[src/hw/rtl/swse_pkg.sv]
// ----------------------------------------------------------------------------
// swse_pkg: shared definitions for the string wave stencil engine
// Item codes, register indexes, field widths, reset values and the command
// word passed from the controller to the datapath.
// ----------------------------------------------------------------------------
package swse_pkg;

    // Fixed field widths of the ports.
    localparam int FUNC_BITS      = 2;
    localparam int INDEX_BITS     = 10;
    localparam int IO_BITS        = 32;
    localparam int COEF_BITS      = 32;
    localparam int POINTS_BITS    = 11;
    localparam int CFG_INDEX_BITS = 1;

    // Defaults of the top-level parameters.
    localparam int MAX_POINTS_DEFAULT = 1024;
    localparam int VALUE_BITS_DEFAULT = 32;

    // Item codes.
    localparam logic [FUNC_BITS-1:0] FUNC_LOAD = 2'd0;
    localparam logic [FUNC_BITS-1:0] FUNC_STEP = 2'd1;
    localparam logic [FUNC_BITS-1:0] FUNC_READ = 2'd2;

    // Register indexes.
    localparam logic [CFG_INDEX_BITS-1:0] REG_COURANT = 1'd0;
    localparam logic [CFG_INDEX_BITS-1:0] REG_POINTS  = 1'd1;

    // Register reset values.
    localparam logic [COEF_BITS-1:0]   COURANT_RESET = 32'd858993;
    localparam logic [POINTS_BITS-1:0] POINTS_RESET  = 11'd1001;

    // Smallest grid that has an interior point.
    localparam logic [POINTS_BITS-1:0] POINTS_MIN = 11'd3;

    // Half of one unit of the Q0.32 product, for round to nearest.
    localparam logic [COEF_BITS-1:0] ROUND_HALF = 32'h8000_0000;

    // Controller commands to the datapath.
    typedef struct packed {
        logic load_wr;   // write the load word into both rows
        logic item_rd;   // read the current row at the item's index
        logic rd_cap;    // capture the read data into the output register
        logic step_rd;   // sweep read of the current and previous rows
        logic calc;      // the sweep read completes an interior stencil
        logic zero_wr;   // write zero to an end point of the new row
        logic cur_b;     // row b holds the current displacement
    } cmd_t;

endpackage

[src/hw/rtl/swse_ctrl.sv]
// ----------------------------------------------------------------------------
// swse_ctrl: controller of the string wave stencil engine
// Accepts items, sequences the sweep of a time step, tracks which row is
// current and owns the output valid flag and the grid size register.
// ----------------------------------------------------------------------------
module swse_ctrl
    import swse_pkg::*;
#(
    parameter int MAX_POINTS = MAX_POINTS_DEFAULT
)
(
    input  logic                         clk,
    input  logic                         rst_n,
    input  logic                         cfg_write,
    input  logic [CFG_INDEX_BITS-1:0]    cfg_index,
    input  logic [COEF_BITS-1:0]         cfg_data,
    input  logic                         in_valid,
    output logic                         in_stall,
    input  logic [FUNC_BITS-1:0]         func,
    output logic                         out_valid,
    input  logic                         out_stall,
    input  logic                         busy,
    output cmd_t                         cmd,
    output logic [$clog2(MAX_POINTS)-1:0] step_addr,
    output logic [$clog2(MAX_POINTS)-1:0] end_addr
);

    localparam int AW = $clog2(MAX_POINTS);
    localparam int NW = $clog2(MAX_POINTS + 1);

    typedef enum logic [1:0] {
        ST_IDLE,
        ST_RD_WAIT,
        ST_ISSUE,
        ST_DRAIN
    } state_t;

    state_t                 state_reg;
    logic [AW-1:0]          k_reg;
    logic [NW-1:0]          n_reg;
    logic [NW-1:0]          n_next;
    logic                   cur_b_reg;
    logic                   out_valid_reg;
    logic [POINTS_BITS-1:0] points_reg;
    logic                   accept;
    logic                   last_point;

    assign in_stall = (state_reg != ST_IDLE) || ((func == FUNC_READ) && out_valid_reg);
    assign accept   = in_valid && !in_stall;
    assign out_valid = out_valid_reg;

    // Grid size clamped between POINTS_MIN and the number of points the memories can hold.
    always_comb
    begin
        if (points_reg < POINTS_MIN)
        begin
            n_next = NW'(POINTS_MIN);
        end
        else if (32'(points_reg) > 32'(MAX_POINTS))
        begin
            n_next = NW'(MAX_POINTS);
        end
        else
        begin
            n_next = NW'(points_reg);
        end
    end

    assign last_point = (NW'(k_reg) == (n_reg - NW'(1)));
    assign step_addr  = k_reg;
    assign end_addr   = (k_reg == '0) ? '0 : AW'(n_reg - NW'(1));

    always_comb
    begin
        cmd         = '0;
        cmd.cur_b   = cur_b_reg;
        cmd.load_wr = accept && (func == FUNC_LOAD);
        cmd.item_rd = accept && (func == FUNC_READ);
        cmd.rd_cap  = (state_reg == ST_RD_WAIT);
        if (state_reg == ST_ISSUE)
        begin
            cmd.step_rd = 1'b1;
            cmd.calc    = (k_reg >= AW'(2));
            // Both end points are written early; they are never read as
            // previous values, so the sweep cannot see them.
            cmd.zero_wr = (k_reg < AW'(2));
        end
    end

    always_ff @(posedge clk or negedge rst_n)
    begin
        if (!rst_n)
        begin
            state_reg     <= ST_IDLE;
            k_reg         <= '0;
            n_reg         <= NW'(POINTS_MIN);
            cur_b_reg     <= 1'b0;
            out_valid_reg <= 1'b0;
            points_reg    <= POINTS_RESET;
        end
        else
        begin
            if (cfg_write && (cfg_index == REG_POINTS))
            begin
                points_reg <= cfg_data[POINTS_BITS-1:0];
            end
            if (out_valid_reg && !out_stall)
            begin
                out_valid_reg <= 1'b0;
            end
            case (state_reg)
                ST_IDLE:
                begin
                    if (accept && (func == FUNC_READ))
                    begin
                        state_reg <= ST_RD_WAIT;
                    end
                    else if (accept && (func == FUNC_STEP))
                    begin
                        k_reg     <= '0;
                        n_reg     <= n_next;
                        state_reg <= ST_ISSUE;
                    end
                end
                ST_RD_WAIT:
                begin
                    out_valid_reg <= 1'b1;
                    state_reg     <= ST_IDLE;
                end
                ST_ISSUE:
                begin
                    if (last_point)
                    begin
                        state_reg <= ST_DRAIN;
                    end
                    else
                    begin
                        k_reg <= k_reg + AW'(1);
                    end
                end
                ST_DRAIN:
                begin
                    if (!busy)
                    begin
                        cur_b_reg <= ~cur_b_reg;
                        state_reg <= ST_IDLE;
                    end
                end
                default:
                begin
                    state_reg <= ST_IDLE;
                end
            endcase
        end
    end

endmodule

[config.mk]
export PLATFORM = sky130hd
export DESIGN_NAME = swse_ctrl
export DESIGN_NICKNAME = d
export VERILOG_FILES = /design/src/hw/rtl/swse_pkg.sv /design/src/hw/rtl/swse_ctrl.sv
export SDC_FILE = /design/constraint.sdc
export NUM_CORES = 1
export LEC_CHECK = 0
export ABC_CLOCK_PERIOD_IN_PS = 3950
export BUFFER_PORTS_ARGS = -buffer_cell sky130_fd_sc_hd__buf_2
export CAP_MARGIN = 0
export CORE_MARGIN = 5
export CORE_UTILIZATION = 45
export CTS_CLUSTER_SIZE = 25
export DETAILED_ROUTE_END_ITERATION = 6
export PLACE_DENSITY = 0.79
export SYNTH_ARGS = -nofsm -noshare
export SYNTH_HDL_FRONTEND = slang
export SYNTH_SLANG_ARGS = --single-unit
[constraint.sdc]
create_clock -name clk -period 3.95 [get_ports clk]
set_clock_uncertainty 0.15 [all_clocks]
set_input_delay 0.5925 -clock clk [delete_from_list [all_inputs] [get_ports clk]]
set_output_delay 0.5925 -clock clk [all_outputs]
set_load 0.03 [all_outputs]
==> impl_metrics.py, run 1 <==
metrics = {
    "yosys": {
        "synthCells": 241,
        "yosysUniqueCellTypes": 46,
        "async_flop_share_pct": 100,
        "synth_seq_cells": 36,
        "yosysTopAreaCell": "dfrtp_1",
        "yosys-top-cells-area": "dfrtp_1, dfstp_2, mux2_2",
        "syn_nets": 286,
        "syn_area_um2": 2210,
        "yosysWarningCount": 0,
        "synth_ff_type": "dfrtp_1",
        "synth_edf_count": 0,
        "yosysSeqAreaShare_pct": 41.3,
        "synth_top_area_share_pct": 30.6,
        "avgSynthCellArea_um2": 9.16,
    },
    "clock_tree": {
        "insertion_delay_ps": 290,
        "cts.sinks": 36,
        "cts-resized-gates": 0,
        "cts_max_level": 2,
        "cts_tree": "done",
        "clk_pin_slew_worst_paths_ps": 80,
        "cts_max_path_buffers": 2,
        "clock-root-buffer": "clkbuf_8",
        "postCtsHoldBufs": 0,
        "postCtsSetupRepairBufs": 0,
        "numCtsBuffers": 5,
    },
    "cells_and_area": {
        "fin_util_pct": 54.5,
        "nFillCells": 474,
        "layout_commonest_cell": "buf_2",
        "area_growth_syn_to_layout_pct": 17.4,
        "multiInputGateArea_um2": 1180,
        "register_area_um2": 912,
        "final_cell_mix": "buf_2, nand2_1, dfrtp_1",
        "layout-drive-gt1-share_pct": 32.9,
        "n_antenna_cell": 0,
        "layout.nets": 330,
    },
    "drt": {
        "first_pass_iters": 5,
        "via_per_inst": 5.33,
        "drtIter0Drc": 123,
        "final_antenna_net_count": 0,
        "dr_total_vias": 1883,
        "wl_per_cell_um": 13.9,
        "drt_drc_violations_left": 0,
        "routed_wl_um": 4910,
    },
    "setup_path": {
        "critPathMaxStageDelay_ps": 470,
        "slowest_stage": "or3b_2",
        "path_class": "reg2reg",
        "required_ps": 3990,
        "critPathTopFamily": "compound AO/OA/AOI/OAI gates",
        "ff2ff_setup_slack_ps": 1000,
        "cp.arrival_ps": 2990,
        "cp_max_fo": 15,
        "endpoint_kind": "register",
        "crit_buf_inv": 2,
        "path_cells": "inv_1, ha_1, or3b_2, o31a_1, a2111oi_2, nand4_1, nor3_2, buf_4, a2111oi_0, a31o_1",
        "startpoint_type": "register",
    },
    "timing": {
        "rsz0062_at_grt": "false",
        "fmax_mhz": 339,
        "finalCritPeriodShare_pct": 74.7,
        "tightest_slew_ps": 773,
        "min_period_ps": 2950,
        "slew_headroom_pct": 48.4,
        "setup_viol_count_final": 0,
        "finalHoldViolCount": 0,
        "finalSetupTns_ps": 0,
        "slew_viol_final": 0,
    },
    "placed_design": {
        "dp_hpwl_um": 3620,
        "gp_congestion": 0.943,
        "io_buffer_count": 48,
    },
    "power_and_ir_drop": {
        "vdd_ir_drop_max_mv": 0.293,
        "power_uw": 787,
        "power_density_nw_per_um2": 304,
        "power_leakage_uw": 0.00115,
    },
    "floorplan": {
        "die_w_um": 80.0,
        "coreArea_um2": 4750,
        "io-pin-count": 70,
        "row_count": 25,
        "start_util_pct": 46.4,
        "die-area_um2": 6410,
        "die_h_um": 80.0,
    },
    "global_route": {
        "grt_pass1_vias": 1743,
        "grt_pass1_wl_um": 8220,
        "grt_usage_pct": 16.2,
        "grt_overflow": 0,
        "grt_max_degree": 37,
        "antenna_found_initial": 0,
    },
    "outcome": {
        "status": "finished, final reports clean",
    },
    "run": {
        "drv_cap": 0,
    },
    "min_path": {
        "min_path_type": "in2async",
    },
}
[area by class of cell]
| cell class | instances | share of cell area (%) |
|---|---|---|
| tap | 67 | 3.24 |
| clock buffer | 5 | 2.66 |
| sequential | 36 | 35.2 |
| clock inverter | 3 | 1.64 |
| inverter | 10 | 1.45 |
| timing repair buffer | 51 | 10.1 |
| multi-input combinational | 181 | 45.7 |
[synth_stat cells (all sizes together) (5+ instances only)]
library cell	number
a21oi	10
buf	5
a211o	6
nor2	17
xnor2	11
dfstp	9
nand2b	13
clkbuf	9
mux2	12
inv	10
nand2	30
o21ai	16
dfrtp	27
xor2	5
nor3	9
nor4	8
[cells by family after synthesis]
group / after synthesis / synth area share (%)
xor+xnor: 16 / 6.35
flops: 36 / 41.3
mux: 14 / 7.03
simple gates: 99 / 23.0
fa+ha+maj: 4 / 2.27
buf+inv: 24 / 5.05
compound gates: 48 / 15.0
[through the flow]
step	cells	setup slack, ps	hold slack [ps]	instance area, um2
after floorplan	241	1130	147	2210
after global placement	345	1040	310	2480
after detailed placement	345	989	307	2480
after CTS	353	987	242	2590
after global routing	353	850	282	2590
final	353	998	217	2590
[power by group]
group	leakage (uW)	internal (uW)	switching (uW)
clock	0.0000541	187	144
sequential	0.000422	393	14.7
combinational	0.000679	27.9	20.5
total	0.00115	608	179
[per-layer routing]
layer  wire length (um)  track usage [%]  up-vias
met5                  0                0        -
met4                 40             3.89        0
met3                277             4.51        4
met2               2410             27.3       46
met1               2180             20.6      894
li1                   -                -      939
[path summary, 6_finish.rpt]
path                       cells past startpoint                        to                   from
min in group clk                               1     cur_b_reg$_DFFE_PN0P_  cur_b_reg$_DFFE_PN0P_
setup / recovery                              10  step_addr[7]$_DFFE_PN0P_   n_reg[0]$_DFFE_PN1P_
setup reg to reg                              10  step_addr[7]$_DFFE_PN0P_   n_reg[0]$_DFFE_PN1P_
hold / removal                                 1  step_addr[9]$_DFFE_PN0P_                  rst_n
max in group asynchronous                      1     cur_b_reg$_DFFE_PN0P_                  rst_n
hold reg to reg                                1     cur_b_reg$_DFFE_PN0P_  cur_b_reg$_DFFE_PN0P_
(Power assumes the default switching activity.)
==> run 2: changes to the inputs <==
Settings changed: ABC_CLOCK_PERIOD_IN_PS 3950 to 2700, PLACE_DENSITY 0.79 to 0.82.
Clock period 3.95 ns to 2.7 ns, I/O delays scaled along.
==> impl_metrics.py, run 2 (synthesis results as in run 1) <==
metrics = {
    "setup_path": {
        "startpoint_type": "register",
        "r2r-start": "n_reg[0]$_DFFE_PN1P_",
        "path_class": "reg2reg",
        "required_ps": 2780,
        "timing.rr.end": "step_addr[9]$_DFFE_PN0P_",
        "cp_max_fo": 3,
        "ff2ff_setup_slack_ps": 70,
        "r2r_cells": 9,
        "cp.arrival_ps": 2710,
        "endpoint_kind": "register",
    },
    "cells_and_area": {
        "final_area_um2": 2830,
        "n_antenna_cell": 0,
        "final_cell_mix": "buf_2, nand2_1, dfrtp_1",
        "layout_commonest_cell": "buf_2",
        "layout.nets": 350,
        "layout-drive-gt1-share_pct": 42.2,
        "area_growth_syn_to_layout_pct": 28.1,
    },
    "floorplan": {
        "die-area_um2": 6410,
        "start_util_pct": 46.4,
        "io-pin-count": 70,
        "row_count": 25,
        "coreArea_um2": 4750,
        "die_w_um": 80.0,
        "die_h_um": 80.0,
    },
    "placed_design": {
        "io_buffer_count": 48,
        "dp_hpwl_um": 3880,
        "gp_congestion": 0.941,
        "post-place-ws_ps": -90.6,
        "placed_area_um2": 2630,
    },
    "power_and_ir_drop": {
        "power_uw": 1090,
        "power.switching_uw": 260,
        "vdd_ir_drop_max_mv": 0.351,
        "power_density_nw_per_um2": 384,
        "p_int_uw": 825,
        "power_frac_clock_pct": 38.5,
        "switching_share_pct": 24.0,
        "seq_power_share_pct": 55.0,
        "power_leakage_uw": 0.00127,
        "pwr-share-comb_pct": 6.5,
    },
    "timing": {
        "slew_viol_final": 0,
        "min_period_ps": 2630,
        "finalSetupTns_ps": 0,
        "slew_headroom_pct": 48.4,
        "setup_viol_count_final": 0,
        "finalCritPeriodShare_pct": 97.5,
        "fin_hold_ws_ps": 32.9,
        "finalWorstSetupSlack_ps": 66.2,
        "rsz0062_at_grt": "false",
        "fmax_mhz": 380,
        "finalHoldViolCount": 0,
        "tightest_slew_ps": 774,
    },
    "clock_tree": {
        "postCtsHoldBufs": 0,
        "clock-root-buffer": "clkbuf_8",
        "cts_tree": "done",
        "insertion_delay_ps": 290,
        "cts.sinks": 36,
        "clk_pin_slew_worst_paths_ps": 80,
        "cts_max_level": 2,
        "numCtsBuffers": 5,
        "cts_max_path_buffers": 2,
    },
    "global_route": {
        "grt_pass1_vias": 1846,
        "grt_usage_pct": 16.4,
        "grt_pass1_wl_um": 8420,
        "antenna_found_initial": 0,
        "grt_max_degree": 37,
        "grt_overflow": 0,
    },
    "drt": {
        "wl_per_cell_um": 14.3,
        "via_per_inst": 5.28,
        "final_antenna_net_count": 0,
        "first_pass_iters": 4,
        "dr_total_vias": 1971,
        "drt_drc_violations_left": 0,
        "drtIter0Drc": 99,
        "routed_wl_um": 5340,
    },
    "run": {
        "drv_cap": 0,
    },
    "min_path": {
        "min_path_type": "in2async",
    },
    "outcome": {
        "status": "finished, final reports clean",
    },
}
run 2: cell types whose count changed in the layout (fill, tap and decap cells not counted), sizes merged:
cell,delta
bufinv,-1
inv,+1
clkbuf,+1
clkinvlp,-1
buf,+20
run 2: cell type report:
type,count,area (um2)
fillers,413,1930
multi-input cells,181,1280
flip-flops and latches,36,912
repair buffers,71,417
well taps,67,83.8
clock buffers,6,82.6
inverters,10,37.5
clock inverters,2,13.8
run 2: critical path, stage by stage (launching register included):
cell and delay [ps]:
dfstp_2 380, inv_2 60, ha_4 140, or3b_4 390
o31a_1 270, a2111oi_4 200, nand4_1 220, or4b_4 540
nand2b_1 90, a31o_1 140
run 2: per-layer routing:
| layer | track usage, % | vias up | share of wire [%] |
|---|---|---|---|
| met5 | 0 | - | 0 |
| met4 | 4.05 | 0 | 0.64 |
| li1 | - | 977 | - |
| met3 | 3.72 | 4 | 6.4 |
| met1 | 20.2 | 937 | 41 |
| met2 | 28.7 | 53 | 52 |
run 2: worst max-delay path by stage:
stage	from	endpoint	slack, ps	depth (start not counted)
global placement	n_reg[1]$_DFFE_PN1P_	step_addr[9]$_DFFE_PN0P_	-50	9
finish	n_reg[0]$_DFFE_PN1P_	step_addr[9]$_DFFE_PN0P_	70	9
detailed placement	n_reg[1]$_DFFE_PN1P_	step_addr[9]$_DFFE_PN0P_	-90	9
global route	n_reg[0]$_DFFE_PN1P_	step_addr[7]$_DFFE_PN0P_	0.5	11
floorplan	n_reg[3]$_DFFE_PN0P_	step_addr[9]$_DFFE_PN0P_	20	9
CTS	n_reg[0]$_DFFE_PN1P_	step_addr[9]$_DFFE_PN0P_	-20	9
run 2: per-stage QoR:
stage          util, %  instances
6_report          59.5        373
5_1_grt           59.5        373
4_1_cts           58.2        372
3_5_place_dp      55.4        364
3_3_place_gp      55.4        364
2_1_floorplan        -        241
run 2: power by group through the flow:
stage                     logic, uW  registers (uW)  clock network (uW)
final                          70.4             597                 418
after CTS                      72.6             597                 432
after detailed placement       72.4             607                   0
after global placement         69.7             605                   0
after floorplan                46.6             597                   0
after global routing           79.1             601                 457
run 2: timing repair:
| item | in CTS | in global routing |
|---|---|---|
| setup buffers | 0 | 1 |
| gates resized for setup | 8 | 10 |
| pin swaps | 6 | 6 |
| endpoints found under the setup margin | 2 | 7 |
